## config.mk

```make
export PLATFORM = sky130hd
export DESIGN_NAME = knn_fifo
export DESIGN_NICKNAME = d
export VERILOG_FILES = /design/src/rtl/core/knn_classifier_core_defines.svh /design/src/rtl/core/knn_fifo.sv
export SDC_FILE = /design/constraint.sdc
export NUM_CORES = 1
export LEC_CHECK = 0
export ABC_AREA = 1
export BUFFER_PORTS_ARGS = -buffer_cell sky130_fd_sc_hd__clkbuf_2
export CAP_MARGIN = 20
export CORE_ASPECT_RATIO = 0.75
export CORE_UTILIZATION = 45
export CTS_BUF_LIST = sky130_fd_sc_hd__clkbuf_16
export DETAILED_ROUTE_END_ITERATION = 12
export PLACE_DENSITY_LB_ADDON = 0.25
export SLEW_MARGIN = 5
export SYNTH_ARGS = -nofsm -noshare
export SYNTH_HDL_FRONTEND = slang
export SYNTH_SLANG_ARGS = --single-unit
```

## constraint.sdc

```tcl
create_clock -name clock -period 3.15 [get_ports clock]
set_clock_uncertainty 0.2 [all_clocks]
set_input_delay 0.4725 -clock clock [delete_from_list [all_inputs] [get_ports clock]]
set_output_delay 0.4725 -clock clock [all_outputs]
set_load 0.05 [all_outputs]
```

## src/rtl/core/knn_classifier_core_defines.svh

```systemverilog
// assertion helpers for the knn classifier core
`ifndef KNN_CLASSIFIER_CORE_DEFINES_SVH
`define KNN_CLASSIFIER_CORE_DEFINES_SVH

// same-cycle implication
`define KNN_ASSERT_IMP(name, clk, rst, pre, post) \
   name: assert property (@(posedge clk) disable iff (rst) (pre) |-> (post)) \
      else $error("knn core check failed");

// next-cycle implication
`define KNN_ASSERT_NXT(name, clk, rst, pre, post) \
   name: assert property (@(posedge clk) disable iff (rst) (pre) |=> (post)) \
      else $error("knn core check failed");

`endif

```

## src/rtl/core/knn_fifo.sv

```systemverilog
module knn_fifo #(
   parameter int WIDTH = 8,
   parameter int DEPTH = 2
) (
   input  logic             clock,
   input  logic             reset,
   input  logic             push,
   output logic             full,
   input  logic [WIDTH-1:0] wdata,
   input  logic             pop,
   output logic             empty,
   output logic [WIDTH-1:0] rdata
);
   localparam int PW = (DEPTH > 1) ? $clog2(DEPTH) : 1;
   localparam int CW = $clog2(DEPTH + 1);

   logic [WIDTH-1:0] slot_ff [DEPTH];
   logic [PW-1:0]    wp_ff, rp_ff;
   logic [CW-1:0]    cnt_ff;
   logic             do_push, do_pop;

   assign full    = (cnt_ff == CW'(DEPTH));
   assign empty   = (cnt_ff == '0);
   assign do_push = push && !full;
   assign do_pop  = pop && !empty;
   assign rdata   = slot_ff[rp_ff];

   always_ff @(posedge clock) begin
      if (reset) begin
         wp_ff  <= '0;
         rp_ff  <= '0;
         cnt_ff <= '0;
      end else begin
         if (do_push) begin
            wp_ff <= (wp_ff == PW'(DEPTH - 1)) ? '0 : wp_ff + PW'(1);
         end
         if (do_pop) begin
            rp_ff <= (rp_ff == PW'(DEPTH - 1)) ? '0 : rp_ff + PW'(1);
         end
         if (do_push && !do_pop) begin
            cnt_ff <= cnt_ff + CW'(1);
         end else if (do_pop && !do_push) begin
            cnt_ff <= cnt_ff - CW'(1);
         end
      end
   end

   always_ff @(posedge clock) begin
      if (do_push) begin
         slot_ff[wp_ff] <= wdata;
      end
   end

endmodule

```

# ---- Yosys cells after proc, flatten, opt, wreduce, memory -nomap -nowiden
# Memories as Yosys holds them, arrays and structs flattened. A register that Yosys moved wholly into a read port is not among the register bits.
# Index checks and enable logic that the tools add are counted.
dict set report totals {
  in_bits 12
  word_cells 27
  reg_bits 4
  ram_bits 16
  rom_bits 0
  n_memories 1
  latch_bits 0
}
# name depth width read_ports rd_ports_with_merged_regs wr line_no
set mem_list {}
lappend mem_list {slot_ff 2 8 1 1 1 knn_fifo.sv:17} ;# logic [WIDTH-1:0] slot_ff [DEPTH];
dict set report op_classes {
  eq_ne 1
  div_mod_pow 0
  addsub 4
  bitwise_logic 0
  reduce_logical 10
  n_lt_le_gt_ge 0
  muxes 8
  n_mul 0
  n_shift 0
}
# op n
set op_table {}
lappend op_table {{1-bit 2-to-1 mux} 6}
lappend op_table {{1-bit logical AND} 4}
lappend op_table {{1-bit logical NOT} 4}
lappend op_table {{2-bit 2-to-1 mux} 2}
lappend op_table {{1-bit adder, second input constant} 2}
lappend op_table {{2-bit by 1-bit adder with 2-bit output, second input constant} 1}
lappend op_table {{2-bit == test, second input constant} 1}
lappend op_table {{2-bit logical NOT} 1}
lappend op_table {{2-bit nonzero test} 1}
lappend op_table {{2-bit by 1-bit subtractor with 2-bit output, second input constant} 1}

# ---- Longest topological paths before layout
# Gate-level depths: netlist of run 1.
dict set report logic_depth {
  depth_word 7
  ltp_mapped 10
  ltp_nobuf 10
}

# ---- Least setup slack after synthesis of run 1
# OpenSTA, ideal clock, no wires.
dict set report synth_timing {
  path_type {register to output}
  startpoint {register cnt_ff[1]}
  endpoint {output full}
  stages_incl_launch_ff 3
  arrival_ns 1.088
  n_path_buf 0
  slack_ns 1.390
  cell_sequence {dfxtp_1 inv_1 nor2_1}
}
dict set report synth_via {
  elab_chain_len 1
}
# item line_no
set synth_lines {}
lappend synth_lines {{start, declared} knn_fifo.sv:19} ;# logic [CW-1:0] cnt_ff;
lappend synth_lines {{start signal, assigned} knn_fifo.sv:41} ;# cnt_ff <= cnt_ff + CW'(1);
lappend synth_lines {{start signal, assigned} knn_fifo.sv:43} ;# cnt_ff <= cnt_ff - CW'(1);
lappend synth_lines {{2-bit == test} knn_fifo.sv:22} ;# assign full = (cnt_ff == CW'(DEPTH));
lappend synth_lines {{end, declared} knn_fifo.sv:8} ;# output logic full,
# Every way passes these cells.

==> flow_summary_export.csv, run 1 <==
group,metric,value,unit
timing,max_freq,0.477,GHz
critical_path,r2r_slack,1390,ps
grt,grt_pass1_vias,450,
floorplan,num_io_pins,22,
detailed_routing,drc,0,
detailed_routing,ant_nets,0,
clock_tree,cts_inserted_buffers,3,
finish,stdcell_count,108,
critical_path,r2r_cells,2,
yosys,ys_seq_area_share,70.1,%
place,place_congestion,0.703,
job,drv_cap,0,
detailed_routing,vias_per_cell,4.70,
place,post-place-ws,1320,ps
clock_tree,clock_latency,250,ps
yosys,async_reset_ff_share,0,%
clock_tree,h-tree-depth,1,
clock_tree,holdBufCountCts,0,
yosys,synth_fp_nets,75,
critical_path,cp.required,2480,ps
power,vdd_drop_max,0.830,mV
timing,grt_setup_unrepaired,"false",
clock_tree,cts.repair.resized,0,
detailed_routing,drt-total-wl,1.21,mm
timing,worstMarginPinSlew,734,ps
floorplan,core,0.00172,mm2
critical_path,critPathMaxFanout,8,
power,power_frac_comb,35.3,%
critical_path,critical_path_class,"flip-flop to primary output",
yosys,ys_top_cells_by_area,"edfxtp_1 (58%), dfxtp_1 (12%), mux2_2 (11%), nor2_1 (4.1%), inv_1 (3.2%)",
finish,syn2layout_area_growth,25.1,%
critical_path,cp_top_family,"flip-flops",
timing,finalHoldViolCount,0,
critical_path,r2r-end,"slot_ff[0][2]$_DFFE_PP_",
timing,maxSlewHeadroom,50.9,%
yosys,synth_cell_types,16,
clock_tree,postCtsSetupBuffers,0,
detailed_routing,drt_first_pass_iters,2,
place,place_inst,104,
yosys,synth_area,828,um2
floorplan,die_h,39.2,um
detailed_routing,vias,508,
min_path,hold_path_class,"input port to flip-flop",
power,internal_power,629,uW
grt,antenna_found_initial,0,
yosys,synth_warnings,0,
critical_path,endpoint_kind,"primary output",
yosys,synthFlopType,"edfxtp_1",
yosys,yosysMostFrequentCell,"edfxtp_1",
yosys,synth_top_area_share,58.0,%
outcome,run_status,"finished, final reports clean",
finish,insertedDiodeCount,0,
finish,layout.nets,100,
critical_path,crit_path_top_delay_cell,"dfxtp_1",
clock_tree,cts_tree,"done",
clock_tree,cts_num_sinks,21,
critical_path,critical_path.endpoint,"rdata[0]",
floorplan,start_util,48.0,%
timing,final.period_utilization,66.6,%
power,p_leak,0.000436,uW
floorplan,dieArea,0.00202,mm2
detailed_routing,wl_per_cell,11.2,um
timing,layout_min_cycle_time,2100,ps
critical_path,max_stage_delay,550,ps
critical_path,worstPathCellList,"mux2_2 > clkbuf_2",
power,clkPwrFrac,25.7,%
yosys,synth_seq_cells,21,
timing,maxSlewViolCount,0,
critical_path,crit_arrival,1430,ps
clock_tree,cts.path.max_buffers,2,
critical_path,cp-start-kind,"flip-flop",
timing,fin_setup_tns,0,ps
timing,worst_slack,1050,ps
critical_path,critPathBufInv,1,
yosys,syn_avg_cell_area,13.4,um2
place,io_buffer_count,21,
finish,fill_cells,160,
clock_tree,clk_pin_slew_worst_paths,50,ps
place,place_area,956,um2
floorplan,row_count,13,
timing,final-setup-viol-count,0,
clock_tree,clockRootBuffer,"clkbuf_16",
grt,grt_max_degree,13,
detailed_routing,drtIter0Drc,2,
floorplan,die_w,51.5,um
power,p_switching,383,uW
power,switching_share,37.8,%
finish,postLayoutCellArea,0.00104,mm2
yosys,syn-instance-count,62,
critical_path,r2r-start,"cnt_ff[0]$_SDFFE_PP0P_",
place,dp_hpwl,895,um
grt,grt_remaining_overflow,0,
yosys,yosys-top-cells-count,"edfxtp_1 (16), nor2_1 (9), mux2_2 (8), inv_1 (7), dfxtp_1 (5)",
yosys,synth_top_area_cell,"edfxtp_1",
grt,grt_first_pass_wirelength,1.88,mm
grt,grtUsageTotal,14.4,%
yosys,synth-edff-count,16,
finish,drive_gt1_share,44.2,%
power,seqPwrFrac,39.0,%
power,power_density,977,mW/mm2
critical_path,crit_cells,2,
worst min-delay path by stage:
stage / from / to / slack [ps] / depth (start not counted)
global placement: wp_ff$_SDFFE_PP0N_ / wp_ff$_SDFFE_PP0N_ / 290 / 2
CTS: wdata[7] / slot_ff[0][7]$_DFFE_PP_ / 210 / 1
finish: wdata[6] / slot_ff[1][6]$_DFFE_PP_ / 210 / 1
global route: wdata[7] / slot_ff[0][7]$_DFFE_PP_ / 210 / 1
floorplan: wp_ff$_SDFFE_PP0N_ / wp_ff$_SDFFE_PP0N_ / 270 / 2
detailed placement: wp_ff$_SDFFE_PP0N_ / wp_ff$_SDFFE_PP0N_ / 300 / 2
layer usage:
metal / GRT usage [%] / routed length, um / share of wire, % / vias up
li1: - / - / - / 262
met2: 23.1 / 572 / 47 / 14
met3: 7.06 / 74 / 6.1 / 2
met5: 0 / 0 / 0 / -
met1: 16.5 / 551 / 46 / 230
met4: 6.08 / 10 / 0.83 / 0
final cells by class:
| cell class | count | area [um2] | area share (%) |
|---|---|---|---|
| clock buffers | 3 | 75.1 | 7.25 |
| clock inverters | 1 | 5.00 | 0.483 |
| inverters | 9 | 33.8 | 3.26 |
| multi-input cells | 31 | 209 | 20.2 |
| flip-flops and latches | 21 | 581 | 56.0 |
| well taps | 22 | 27.5 | 2.66 |
| repair buffers | 21 | 105 | 10.1 |
flip-flops by register name, indices dropped and copies added, names as in the netlist, named ones only:
name	cells
slot_ff	16
cnt_ff	2
rp_ff	1
wp_ff	1
layout by cell type, fill, tap and decap left out, drive strengths merged:
cell / synthesis / routed
nand2: 4 / 4
nor2: 9 / 9
clkinv: 0 / 1
dfxtp: 5 / 5
nand3: 1 / 1
mux2: 8 / 8
inv: 9 / 9
o21ai: 5 / 5
ha: 1 / 1
nand4: 1 / 1
a21oi: 1 / 1
and2: 1 / 1
clkbuf: 0 / 24
edfxtp: 16 / 16
power groups by stage:
stage	Combinational (uW)	Sequential, uW	Clock [uW]
floorplan	304	382	0
global route	388	400	280
detailed placement	360	401	0
global placement	353	398	0
CTS	361	395	267
finish	357	394	260
kinds of logic after synthesis:
group | count (synthesis) | synth area share (%)
adders and majority gates | 1 | 1.51
muxes | 8 | 10.9
DFF | 21 | 70.1
buffers and inverters | 10 | 4.68
AOI/OAI and AO/OA | 6 | 4.53
and+or+nand+nor | 16 | 8.31
metrics by stage:
| stage | total power, uW | hold WS (ps) | utilization [%] |
|---|---|---|---|
| floorplan | 686 | 274 | - |
| global placement | 751 | 293 | 55.4 |
| detailed placement | 761 | 301 | 55.4 |
| CTS | 1020 | 206 | 60.1 |
| global route | 1070 | 206 | 60.1 |
| finish | 1010 | 212 | 60.1 |
Note: power is estimated with default switching activity, not from simulation.
==> run 2, diff against run 1 <==
--- a/config.mk
+++ b/config.mk
@@ -5,11 +5,11 @@
 export SDC_FILE = /design/constraint.sdc
 export NUM_CORES = 1
 export LEC_CHECK = 0
-export ABC_AREA = 1
+export ABC_AREA = 0
 export BUFFER_PORTS_ARGS = -buffer_cell sky130_fd_sc_hd__clkbuf_2
 export CAP_MARGIN = 20
 export CORE_ASPECT_RATIO = 0.75
-export CORE_UTILIZATION = 45
+export CORE_UTILIZATION = 44
 export CTS_BUF_LIST = sky130_fd_sc_hd__clkbuf_16
 export DETAILED_ROUTE_END_ITERATION = 12
 export PLACE_DENSITY_LB_ADDON = 0.25
==> constraint.sdc (replaced) <==
create_clock -name clock -period 1.9 [get_ports clock]
set_clock_uncertainty 0.2 [all_clocks]
set_input_delay 0.285 -clock clock [delete_from_list [all_inputs] [get_ports clock]]
set_output_delay 0.285 -clock clock [all_outputs]
set_load 0.05 [all_outputs]
==> flow_summary_export.csv, run 2 <==
group,metric,value,unit
outcome,run_status,"finished, final reports clean",
floorplan,num_io_pins,22,
finish,top_register,"slot_ff",
detailed_routing,drtIter0Drc,7,
power,power_density,1690,mW/mm2
timing,fin_setup_tns,0,ps
finish,largest_reg_flops,16,
detailed_routing,vias_per_cell,4.80,
timing,max_freq,0.564,GHz
place,post-place-ws,118,ps
yosys,synthFlopType,"edfxtp_1",
critical_path,max_stage_delay,430,ps
timing,worst_slack,128,ps
power,vdd_drop_max,1.09,mV
timing,final.period_utilization,93.2,%
detailed_routing,ant_nets,0,
yosys,synth_fp_nets,63,
clock_tree,holdBufCountCts,0,
finish,fill_cells,136,
timing,final-setup-viol-count,0,
finish,drive_gt1_share,47.3,%
yosys,yosysMostFrequentCell,"edfxtp_1",
yosys,ys_top_cells_by_area,"edfxtp_1 (61%), dfxtp_1 (13%), mux2_2 (11%), xor2_1 (3.3%), nor2_1 (2.4%)",
clock_tree,cts_tree,"done",
timing,worstMarginPinSlew,387,ps
min_path,hold_path_class,"input port to flip-flop",
detailed_routing,drt_first_pass_iters,4,
grt,antenna_found_initial,0,
clock_tree,clk_pin_slew_worst_paths,50,ps
clock_tree,postCtsSetupBuffers,0,
detailed_routing,wl_per_cell,12.0,um
detailed_routing,drt-total-wl,1.14,mm
critical_path,cp.required,1410,ps
finish,syn2layout_area_growth,26.8,%
timing,grt_setup_unrepaired,"false",
floorplan,core,0.00158,mm2
critical_path,crit_path_top_delay_cell,"dfxtp_2",
finish,final_cell_mix,"clkbuf_2 (21), edfxtp_1 (16), mux2_2 (8)",
grt,grt_pass1_vias,421,
floorplan,start_util,50.3,%
yosys,syn_avg_cell_area,15.9,um2
job,drv_cap,0,
yosys,synth_top_area_share,60.6,%
yosys,syn-instance-count,50,
power,power,1700,uW
critical_path,critical_path_class,"flip-flop to primary output",
yosys,synth-edff-count,16,
yosys,synth_cell_types,13,
grt,grtUsageTotal,13.7,%
timing,hold_ws,18.9,ps
detailed_routing,drc,0,
clock_tree,h-tree-depth,1,
finish,final_common_cell,"clkbuf_2",
clock_tree,clock_latency,250,ps
grt,grt_first_pass_wirelength,1.79,mm
place,place_congestion,0.644,
grt,grt_max_degree,13,
yosys,yosys-top-cells-count,"edfxtp_1 (16), mux2_2 (8), dfxtp_1 (5), nor2_1 (5)",
timing,maxSlewHeadroom,74.2,%
place,io_buffer_count,21,
yosys,synth_area,793,um2
clock_tree,clockRootBuffer,"clkbuf_16",
critical_path,cp-start-kind,"flip-flop",
finish,insertedDiodeCount,0,
yosys,synth_top_area_cell,"edfxtp_1",
critical_path,crit_arrival,1290,ps
floorplan,die_w,51.0,um
critical_path,worstPathCellList,"mux2_2 > clkbuf_2",
detailed_routing,vias,456,
power,p_leak,0.000410,uW
floorplan,row_count,12,
finish,layout.nets,88,
floorplan,dieArea,0.00198,mm2
yosys,ys_seq_area_share,73.2,%
clock_tree,cts_inserted_buffers,3,
yosys,async_reset_ff_share,0,%
floorplan,die_h,38.8,um
place,dp_hpwl,772,um
clock_tree,cts_num_sinks,21,
finish,reg.largest.list,"slot_ff x16, cnt_ff x2",
timing,maxSlewViolCount,0,
yosys,synth_seq_cells,21,
clock_tree,cts.path.max_buffers,2,
yosys,synth_warnings,0,
timing,finalHoldViolCount,0,
timing,layout_min_cycle_time,1770,ps
critical_path,endpoint_kind,"primary output",
grt,grt_remaining_overflow,0,
finish,final_util,63.8,%
critical_path,critPathMaxFanout,8,
run 2: cell types whose count changed in the layout (fill, tap and decap cells not counted), moves of 2 or more:
cell,change
inv_1,-5
nand2_1,-4
nor2_1,-4
xor2_1,+3
inv_2,-2
o21ai_2,-2
or3_1,+2
run 2: layout make-up:
class	instances	area (um2)	share of cell area [%]
Inverter	2	7.51	0.746
Tap cell	21	26.3	2.61
Clock inverter	1	5.00	0.498
Timing Repair Buffer	21	105	10.4
Multi-Input combinational cell	26	205	20.4
Sequential cell	21	582	57.8
Clock buffer	3	75.1	7.46
run 2: final timing paths:
path / startpoint / depth (start not counted) / to / slack, ps
worst max-delay path: flip-flop / 2 / rdata[1] / 130
worst min-delay path: wdata[7] / 1 / slot_ff[1][7]$_DFFE_PP_ / 20
worst max register to register: cnt_ff[1]$_SDFFE_PP0P_ / 5 / cnt_ff[1]$_SDFFE_PP0P_ / 150
worst min register to register: wp_ff$_SDFFE_PP0N_ / 2 / wp_ff$_SDFFE_PP0N_ / 300
run 2: critical path, delay by kind of cell (launching register included):
family   cells  cell delay [ps]
flops        1              430
mux          1              370
buf+inv      1              230
run 2: layer usage:
layer  wire (um)  share of wire [%]  track usage (%)  vias to the layer above
met5           0                  0                0                        -
li1            -                  -                -                      228
met1         533                 47             14.8                      210
met4          10               0.88             6.94                        0
met3          85                7.4             7.06                        2
met2         513                 45             22.4                       16
run 2: timing repair:
item                                    CTS  global route
gates resized for setup                   1             1
endpoints found under the setup margin    2             1
hold endpoints to repair                  0             0
run 2: report_power, final:
group / internal (uW) / switching, uW / total (uW)
sequential: 589 / 65.3 / 655
combinational: 186 / 421 / 608
clock: 282 / 154 / 436
total: 1060 / 641 / 1700
run 2: logic make-up after synthesis:
| kind of cell | Yosys count | share of synthesized area, % |
|---|---|---|
| flip-flops | 21 | 73.2 |
| XOR/XNOR | 3 | 3.31 |
| multiplexers | 8 | 11.4 |
| AO/OA/AOI/OAI | 5 | 3.15 |
| buffers and inverters | 3 | 1.58 |
| adder cells (fa/ha/maj) | 1 | 1.58 |
| AND/OR/NAND/NOR | 9 | 5.84 |
run 2: metrics by stage:
stage / instance area, um2 / cells
6_report: 1010 / 95
5_1_grt: 1010 / 95
4_1_cts: 1010 / 95
3_5_place_dp: 925 / 91
3_3_place_gp: 925 / 91
2_1_floorplan: 798 / 50
